`src/rtl/sbpt_pkg.sv`:
```
package sbpt_pkg;

  // Fixed widths of the fields and registers
  localparam int FREQ_W    = 32;
  localparam int MAG_W     = 32;
  localparam int CH_W      = 2;
  localparam int BANDS     = 3;
  localparam int REG_IDX_W = 3;
  localparam int CFG_W     = 32;
  localparam int IN_DATA_W = 32;
  // channel, peak_freq and peak_mag packed, padded to whole bytes
  localparam int OUT_USED_W = CH_W + FREQ_W + MAG_W;
  localparam int OUT_DATA_W = ((OUT_USED_W + 7) / 8) * 8;

  localparam logic [FREQ_W-1:0] BIN_STEP_RESET = FREQ_W'(256);

  // Configuration register indices
  typedef enum logic [REG_IDX_W-1:0] {
    REG_BIN_STEP   = 3'd0,
    REG_BAND0_LOW  = 3'd1,
    REG_BAND0_HIGH = 3'd2,
    REG_BAND1_LOW  = 3'd3,
    REG_BAND1_HIGH = 3'd4,
    REG_BAND2_LOW  = 3'd5,
    REG_BAND2_HIGH = 3'd6
  } reg_idx_t;

  // Peak of one channel
  typedef struct packed {
    logic [FREQ_W-1:0] freq;
    logic [MAG_W-1:0]  mag;
  } peak_t;

  // True when f lies in [lo - res, hi + res]; the low bound floors at zero
  // and the high bound is compared one bit wider so that it cannot wrap.
  function automatic logic in_widened(input logic [FREQ_W-1:0] f,
                                      input logic [FREQ_W-1:0] lo,
                                      input logic [FREQ_W-1:0] hi,
                                      input logic [FREQ_W-1:0] res);
    logic [FREQ_W-1:0] lo_w;
    logic [FREQ_W:0]   hi_w;
    lo_w = (lo > res) ? (lo - res) : '0;
    hi_w = {1'b0, hi} + {1'b0, res};
    return (f >= lo_w) && ({1'b0, f} <= hi_w);
  endfunction

endpackage

```
`src/rtl/sbpt_tracker.sv`:
```
module sbpt_tracker import sbpt_pkg::*; #(
  parameter int CHANNELS = 3
) (
  input  logic              clk,
  input  logic              rst,
  input  logic              accept,
  input  logic [MAG_W-1:0]  magnitude,
  input  logic              last_bin,
  input  logic [FREQ_W-1:0] bin_step,
  input  logic [FREQ_W-1:0] band_low  [BANDS],
  input  logic [FREQ_W-1:0] band_high [BANDS],
  output peak_t             peak      [CHANNELS]
);

  localparam logic [CH_W-1:0] LAST_CH = CH_W'(CHANNELS - 1);

  logic [FREQ_W-1:0] bin_freq;
  logic [CH_W-1:0]   active_channel;
  logic              finished;
  peak_t             best [CHANNELS];

  logic [CH_W-1:0]   ch;
  logic [CH_W-1:0]   ch_up;
  logic              considered;
  logic              in_cur;
  logic              in_up;
  logic              finish_hit;
  logic              move;
  logic [FREQ_W:0]   freq_sum;
  logic [FREQ_W-1:0] bin_freq_next;

  // Channel selection and range tests for the current bin
  always_comb begin
    ch         = (active_channel > LAST_CH) ? LAST_CH : active_channel;
    ch_up      = (ch == LAST_CH) ? ch : ch + 1'b1;
    considered = !finished && (bin_freq >= band_low[0]);
    in_cur     = in_widened(bin_freq, band_low[ch], band_high[ch], bin_step);
    in_up      = in_widened(bin_freq, band_low[ch_up], band_high[ch_up], bin_step);
    finish_hit = considered && !in_cur && (ch == LAST_CH);
    move       = considered && !in_cur && (ch != LAST_CH) && in_up;
  end

  // One compare lane per channel; only the active channel can take the bin.
  always_comb begin
    for (int k = 0; k < CHANNELS; k++) begin
      if (considered && in_cur && (ch == CH_W'(k)) && (magnitude > best[k].mag)) begin
        peak[k] = '{freq: bin_freq, mag: magnitude};
      end else begin
        peak[k] = best[k];
      end
    end
  end

  // Bin frequency advances by the resolution and saturates.
  always_comb begin
    freq_sum      = {1'b0, bin_freq} + {1'b0, bin_step};
    bin_freq_next = freq_sum[FREQ_W] ? '1 : freq_sum[FREQ_W-1:0];
  end

  // Tracking state; the last bin of a frame clears it.
  always_ff @(posedge clk) begin
    if (rst) begin
      bin_freq       <= '0;
      active_channel <= '0;
      finished       <= 1'b0;
      for (int k = 0; k < CHANNELS; k++) begin
        best[k] <= '0;
      end
    end else if (accept) begin
      if (last_bin) begin
        bin_freq       <= '0;
        active_channel <= '0;
        finished       <= 1'b0;
        for (int k = 0; k < CHANNELS; k++) begin
          best[k] <= '0;
        end
      end else begin
        bin_freq <= bin_freq_next;
        if (finish_hit) begin
          finished <= 1'b1;
        end
        if (move) begin
          active_channel <= ch_up;
        end
        for (int k = 0; k < CHANNELS; k++) begin
          best[k] <= peak[k];
        end
      end
    end
  end

endmodule

```
`src/rtl/spectral_band_peak_tracker.sv`:
```
// An accepted last bin makes its first report valid in the next cycle; other bins only update state.
// Throughput: one bin per cycle; the last bin of a frame starts CHANNELS reports,
// one per cycle while m_axis_tready is high, from a snapshot buffer, while bins of the next frame keep flowing.
// A last bin is held off only while the previous frame's reports are still queued.
// Reset (rst, synchronous): clears tracking state and queued reports;
// the bin step returns to 256 and all band bounds to zero.
module spectral_band_peak_tracker import sbpt_pkg::*; #(
  parameter int CHANNELS = 3
) (
  input  logic                  clk,
  input  logic                  rst,
  input  logic                  cfg_we,
  input  logic [REG_IDX_W-1:0]  cfg_index,
  input  logic [CFG_W-1:0]      cfg_data,
  input  logic                  s_axis_tvalid,
  output logic                  s_axis_tready,
  input  logic [IN_DATA_W-1:0]  s_axis_tdata,   // [31:0] magnitude
  input  logic                  s_axis_tlast,   // last_bin
  output logic                  m_axis_tvalid,
  input  logic                  m_axis_tready,
  output logic [OUT_DATA_W-1:0] m_axis_tdata,   // [1:0] channel, [33:2] peak_freq,
                                                // [65:34] peak_mag, rest zero
  output logic                  m_axis_tlast    // last_report
);

  localparam logic [CH_W-1:0] LAST_CH = CH_W'(CHANNELS - 1);

  logic [FREQ_W-1:0] bin_step;
  logic [FREQ_W-1:0] band_low  [BANDS];
  logic [FREQ_W-1:0] band_high [BANDS];

  logic              s_acc;
  logic              m_acc;
  logic              pend;
  logic [CH_W-1:0]   rep_idx;
  peak_t             peak [CHANNELS];
  peak_t             snap [CHANNELS];
  peak_t             sel;

  // Configuration registers
  always_ff @(posedge clk) begin
    if (rst) begin
      bin_step <= BIN_STEP_RESET;
      for (int k = 0; k < BANDS; k++) begin
        band_low[k]  <= '0;
        band_high[k] <= '0;
      end
    end else if (cfg_we) begin
      case (cfg_index)
        REG_BIN_STEP:   bin_step     <= cfg_data;
        REG_BAND0_LOW:  band_low[0]  <= cfg_data;
        REG_BAND0_HIGH: band_high[0] <= cfg_data;
        REG_BAND1_LOW:  band_low[1]  <= cfg_data;
        REG_BAND1_HIGH: band_high[1] <= cfg_data;
        REG_BAND2_LOW:  band_low[2]  <= cfg_data;
        REG_BAND2_HIGH: band_high[2] <= cfg_data;
        default: ;
      endcase
    end
  end

  // Input handshake: a last bin waits until the previous reports have gone.
  assign s_axis_tready = !pend || !s_axis_tlast;
  assign s_acc         = s_axis_tvalid && s_axis_tready;
  assign m_acc         = m_axis_tvalid && m_axis_tready;

  sbpt_tracker #(
    .CHANNELS (CHANNELS)
  ) u_tracker (
    .clk       (clk),
    .rst       (rst),
    .accept    (s_acc),
    .magnitude (s_axis_tdata[MAG_W-1:0]),
    .last_bin  (s_axis_tlast),
    .bin_step  (bin_step),
    .band_low  (band_low),
    .band_high (band_high),
    .peak      (peak)
  );

  // Snapshot of the peaks, including the last bin itself
  always_ff @(posedge clk) begin
    if (s_acc && s_axis_tlast) begin
      for (int k = 0; k < CHANNELS; k++) begin
        snap[k] <= peak[k];
      end
    end
  end

  // Report sequencer: one channel per accepted item on the output side
  always_ff @(posedge clk) begin
    if (rst) begin
      pend    <= 1'b0;
      rep_idx <= '0;
    end else begin
      if (m_acc) begin
        if (rep_idx == LAST_CH) begin
          pend    <= 1'b0;
          rep_idx <= '0;
        end else begin
          rep_idx <= rep_idx + 1'b1;
        end
      end
      if (s_acc && s_axis_tlast) begin
        pend    <= 1'b1;
        rep_idx <= '0;
      end
    end
  end

  // Select the channel being reported.
  always_comb begin
    sel = '0;
    for (int k = 0; k < CHANNELS; k++) begin
      if (rep_idx == CH_W'(k)) begin
        sel = snap[k];
      end
    end
  end

  assign m_axis_tvalid = pend;
  assign m_axis_tlast  = (rep_idx == LAST_CH);
  assign m_axis_tdata  = {{(OUT_DATA_W - OUT_USED_W){1'b0}}, sel.mag, sel.freq, rep_idx};

  // A last bin is never taken while reports are still queued.
  assert property (@(posedge clk) disable iff (rst)
    !(s_acc && s_axis_tlast && pend))
    else $error("last bin accepted while reports pending");

  // A frame end always starts a report run with the first channel.
  assert property (@(posedge clk) disable iff (rst)
    (s_acc && s_axis_tlast) |=> (m_axis_tvalid && (m_axis_tdata[CH_W-1:0] == '0)))
    else $error("frame end did not start reports");

  // The reported channel stays within range.
  assert property (@(posedge clk) disable iff (rst)
    m_axis_tvalid |-> (m_axis_tdata[CH_W-1:0] <= LAST_CH))
    else $error("report channel out of range");

  // After the final report is taken the run is over.
  assert property (@(posedge clk) disable iff (rst)
    (m_acc && m_axis_tlast && !(s_acc && s_axis_tlast)) |=> !m_axis_tvalid)
    else $error("reports continue past the final channel");

endmodule
```
`config.mk`:
```
export PLATFORM = sky130hd
export DESIGN_NAME = spectral_band_peak_tracker
export DESIGN_NICKNAME = d
export VERILOG_FILES = /design/src/rtl/sbpt_pkg.sv /design/src/rtl/sbpt_tracker.sv /design/src/rtl/spectral_band_peak_tracker.sv
export SDC_FILE = /design/constraint.sdc
export NUM_CORES = 2
export LEC_CHECK = 0
export BUFFER_PORTS_ARGS = -buffer_cell sky130_fd_sc_hd__buf_2
export CAP_MARGIN = 20
export CORE_ASPECT_RATIO = 1.4
export CORE_MARGIN = 3
export CORE_UTILIZATION = 65
export CTS_BUF_LIST = sky130_fd_sc_hd__clkbuf_4 sky130_fd_sc_hd__clkbuf_8
export DETAILED_ROUTE_END_ITERATION = 8
export PLACE_DENSITY = 0.91
export SLEW_MARGIN = 40
export SYNTH_ARGS = -nofsm -noshare
export SYNTH_HDL_FRONTEND = slang
export SYNTH_HIERARCHICAL = 1
export SYNTH_SLANG_ARGS = --single-unit
```
`constraint.sdc`:
```
create_clock -name clk -period 8.9 [get_ports clk]
set_clock_uncertainty 0.15 [all_clocks]
set_input_delay 0.89 -clock clk [delete_from_list [all_inputs] [get_ports clk]]
set_output_delay 0.89 -clock clk [all_outputs]
set_load 0.01 [all_outputs]
```
# Yosys cells after proc, flatten, opt, wreduce, memory -nomap -nowiden
# Memories as Yosys holds them, arrays and structs flattened.
# Cells that the tools add are included.
[op_classes]
mul = 0
n_reduce_logical = 40
div_mod_pow = 0
muxes = 50
n_lt_le_gt_ge = 13
shift = 0
eq_ne = 11
n_bitwise = 8
add_sub_neg = 7
[ops]
columns = ["cell", "n"]
rows = [
  ["2-to-1 mux 64 bit", 12],
  ["2-to-1 mux 32 bit", 12],
  ["binary-select mux 32 bit (select 2 bit)", 4],
  ["greater-than comparator 32 bit", 5],
  ["adder 32 x 32 -> 33 bit", 3],
  [">= comparator 32 bit", 3],
  ["<= comparator 32 x 33 -> 1 bit", 2],
  ["subtractor 32 bit", 2],
  ["AND reduction 2 bit", 10],
  ["logical AND 1 bit", 17],
  ["2-to-1 mux 1 bit", 17],
  ["2-to-1 mux 2 bit", 5],
  ["equality test 3 bit, second input constant", 3],
  ["nonzero test 2 bit", 4],
  ["equality test 3 x 2 -> 1 bit, second input constant", 2],
  [">= comparator 3 bit, second input constant", 2],
  ["inverter 2 -> 3 bit", 2],
  ["bitwise OR 1 bit", 6],
  ["adder 2 x 1 -> 2 bit, second input constant", 2],
  ["equality test 2 x 1 -> 1 bit, second input constant", 2],
  ["equality test 2 bit, second input constant", 2],
  ["zero test 1 bit", 4],
  ["zero test 2 bit", 2],
  ["equality test 3 x 1 -> 1 bit, second input constant", 1],
  ["5 further kinds", 5],
]
[word_totals]
n_memories = 2
ramBits = 384
word_cells = 143
input_bits = 73
mem_bits_ro = 0
latchBits = 0
register_bits = 262
[mem_list]
columns = ["name", "words", "width", "rd", "rd_clocked_by_memory_dff", "wr", "line", "source"]
rows = [
  ["snap", 3, 64, 3, 0, 3, "spectral_band_peak_tracker.sv:37", "peak_t snap [CHANNELS];"],
  ["u_tracker.best", 3, 64, 3, 0, 3, "sbpt_tracker.sv:20", "peak_t best [CHANNELS];"],
]

# Depth between registers and ports, before layout
[logic_depth]
depth_word = 16
depth_mapped = 31
ltp_nobuf = 26

# Modules after synthesis
# The synthesis kept the hierarchy.
[by_module_without_submodules]
columns = ["mod", "cells_each", "seq_area_each_um2", "area_per_inst_um2", "instances"]
rows = [
  ["sbpt_tracker", 2922, 6466.2, 26804.5, 1],
  ["spectral_band_peak_tracker", 1140, 10309.9, 16015.4, 1],
]

# Worst setup path before layout
# OpenSTA, ideal clock, no wires.
[synth_timing]
path_type = "reg2reg"
from = "register u_tracker.active_channel[0]"
to = "memory u_tracker/best[0][106] (netlist name) (data pin)"
slack_ns = 2.150
stages_incl_launch_ff = 30
t_required_ns = 8.495
arrival_ns = 6.345
setup_time_ns = 0.255
path_buffers = 5
cell_sequence = "dfxtp_1 clkbuf_1 clkbuf_1 clkbuf_1 mux2i_1 o21ai_0 ha_1 nor2b_1 o21ai_0 a21oi_1 o21ai_0 a21oi_1 o31a_1 o21ai_0 o21ai_0 o31a_1 clkbuf_1 o311ai_0 ha_1 a21oi_1 o21ai_1 or3_1 a211oi_1 o21ai_0 a222oi_1 nor3_4 o2111ai_2 buf_2 mux2_2 and2_1"
[synth_lines]
columns = ["element", "line", "source"]
rows = [
  ["from (decl)", "sbpt_tracker.sv:18", "logic [CH_W-1:0] active_channel;"],
  ["from (signal assigned)", "sbpt_tracker.sv:83", "active_channel <= ch_up;"],
  ["to (decl)", "sbpt_tracker.sv:20", ""],
]

==> flow_summary.json <==
{
  "fp.dieH_um": 310,
  "path_buf_inv": 2,
  "io_buffers": 141,
  "ys_warn_count": 6,
  "cpMaxStageDelayCell": "dfxtp_4",
  "drt-total-wl_um": 119000,
  "gp_congestion": 1.03,
  "syn_inst": 4062,
  "drt-initial-drc-count": 3044,
  "critPathKind": "reg2reg",
  "first_pass_iters": 6,
  "ys_ff_latch": 646,
  "crit_arrival_ps": 8470,
  "layout-drive-gt1-share_pct": 14.1,
  "synth_area_leader_cell": "edfxtp_1",
  "worstHoldStart": "band_high[89]",
  "critPathTopFamily": "compound AO/OA/AOI/OAI gates",
  "dieWidth_um": 223,
  "worstPathRequired_ps": 9220,
  "ys_seq_area_share_pct": 39.2,
  "fp.dieArea_um2": 69000,
  "vias": 33100,
  "fill_cells": 4403,
  "gr-total-overflow": 0,
  "cts_max_level": 3,
  "hold_viol_final": 0,
  "critPathMaxFanout": 27,
  "end_kind": "flop",
  "finalWorstPathRequiredPeriod_ps": 8160,
  "peakVddDrop_uv": 166,
  "startpoint": "u_tracker/active_channel[0]",
  "max-cap-violations": 0,
  "min_path_type": "reg2reg",
  "yosysUniqueCellTypes": 90,
  "finalSetupViolations": 0,
  "core_area_um2": 64800,
  "grt_pass1_wl_um": 184000,
  "layout_common_cells": "ha_1 (416), edfxtp_1 (384), mux2i_1 (354)",
  "dp_hpwl_um": 82200,
  "syn_area_per_cell_um2": 10.5,
  "tns_ps": 0,
  "rsz0062_at_grt": "false",
  "fin_util_pct": 71.8,
  "cts_made_buffers": 96,
  "tightest_slew_ps": 918,
  "post_drt_wl_per_cell_um": 23.4,
  "antenna_found_initial": 2,
  "synth_top_cells_by_area": "edfxtp_1 (27%), dfxtp_1 (12%), ha_1 (12%)",
  "start_util_pct": 66.1,
  "ant_nets": 0,
  "clock-root-buffer": "clkbuf_8",
  "outcome": "finished clean",
  "cts_tree": "yes",
  "drv_slew": 0,
  "drcViolationCount": 0,
  "final_nets": 4674,
  "clkSlewWorstSetupHoldPaths_ps": 60,
  "clock_latency_ps": 750,
  "clk_path_buf_depth": 3,
  "fin_ws_ps": 743,
  "syn_area_um2": 42800,
  "holdWs_ps": 330,
  "vias_per_cell": 6.50,
  "grt_max_degree": 218,
  "critical-path-max-stage-delay_ps": 750,
  "cts_sinks": 646,
  "r2r_start": "u_tracker/active_channel[0]",
  "yosys.area.top_type_share_pct": 26.9,
  "post_cts_buffers": 0,
  "dp_slack_ps": 899,
  "area_growth_pct": 8.63,
  "grt_use_total_pct": 33.7,
  "num_rows": 110,
  "postCtsHoldBufs": 0,
  "powerDensity_nw_per_um2": 155,
  "synth_edf_count": 384,
  "p_leak_nw": 20.7,
  "final_common_cell": "ha_1",
  "finalPower_w": 0.00722,
  "cpMostUsedCell": "a21oi_1",
  "slew_headroom_pct": 38.8,
  "cts_resized": 0,
  "finalCritPeriodShare_pct": 91.6,
  "timing.fmax_mhz": 123,
  "grt_pass1_vias": 34100,
  "boundaryPins": 148,
  "async_flop_share_pct": 0,
  "synth_ff_type": "edfxtp_1",
  "critPathLaunchType": "flop"
}
[per-stage QoR]
stage,area (um^2),std cells
2_1_floorplan,42800,4067
4_1_cts,46500,5096
3_3_place_gp,44300,4921
3_5_place_dp,44400,4922
6_report,46500,5099
5_1_grt,46500,5097
[synth_stat cells, drive strengths merged, types with 16 or more instances]
cell,n
ha,416
edfxtp,384
mux2i,354
nand2b,289
dfxtp,262
mux2,255
inv,217
nand2,204
a21oi,198
and2,197
o21ai,179
a21o,160
clkbuf,115
nor2,99
xnor2,74
buf,67
o2bb2ai,64
xor2,56
nand3,54
nand4,53
nor2b,33
a211oi,29
a221o,27
nor3,24
o21a,23
a31oi,20
and3,16
[worst reg2reg max path, cell delays in order, from the launching register on]
cell and delay (ps):
dfxtp_4 750, buf_4 470, mux2i_1 240, o21ai_0 100, ha_1 300, nor4_1 250
nor3b_2 270, o32ai_2 190, o31ai_1 440, a21oi_1 210, a221oi_1 530, o2111ai_1 200
a21oi_1 200, xor2_1 170, ha_1 270, a21oi_1 160, nor2b_1 60, a2111oi_0 490
o31ai_1 180, a211oi_1 280, a211oi_2 130, nor3_4 380, o2111a_4 680, buf_4 350
mux2_4 330, and2_1 150
[metal layers]
metal	part of all wire [%]	global-route usage (%)	vias to the layer above	wire (um)
met4	7.2	23.0	2	8560
met5	0.011	0	-	13
met1	37	37.9	16000	44100
met2	49	59.2	1572	58500
li1	-	-	15100	-
met3	6.9	4.86	481	8200
[logic make-up after synthesis]
kind of cell / share of synthesized area (%)
buffers and inverters: 3.93
AND/OR/NAND/NOR: 13.3
adder cells (fa/ha/maj): 12.4
XOR/XNOR: 2.66
other: 0.00876
multiplexers: 15.5
flip-flops: 39.2
AO/OA/AOI/OAI: 13.0
[state kept, by name (all words and copies together), names as in the netlist]
| register | flops |
|---|---|
| u_tracker/best | 192 |
| u_tracker/active_channel | 2 |
| bin_step | 32 |
| rep_idx | 2 |
| u_tracker/finished | 1 |
| u_tracker/bin_freq | 32 |
| snap | 192 |
| band_low | 96 |
| band_high | 96 |
| m_axis_tvalid | 1 |
[layout make-up]
cell class	instances	area, um^2	area share (%)
multi-input cells	3022	24500	52.6
diodes	3	7.51	0.0161
flip-flops and latches	646	16800	36.1
clock inverters	35	363	0.780
inverters	217	827	1.78
clock buffers	139	1760	3.79
repair buffers	197	1230	2.65
well taps	840	1050	2.26
[report_power, final]
group	leakage, nW	internal (W)	total (W)	switching, W
Clock	1.11	0.00146	0.00269	0.00123
Combinational	13.5	0.000463	0.00114	0.000681
Sequential	6.07	0.00331	0.00338	0.0000771
Total	20.7	0.00523	0.00722	0.00199
[path summary, 6_finish.rpt]
path / end / slack (ps) / cells past startpoint
hold reg to reg: band_high[89] / 330 / 2
hold / removal: band_high[89] / 330 / 2
setup / recovery: u_tracker/best[0][31] / 740 / 25
setup reg to reg: u_tracker/best[0][31] / 740 / 25
No activity file was read; power rests on OpenSTA's default activity.
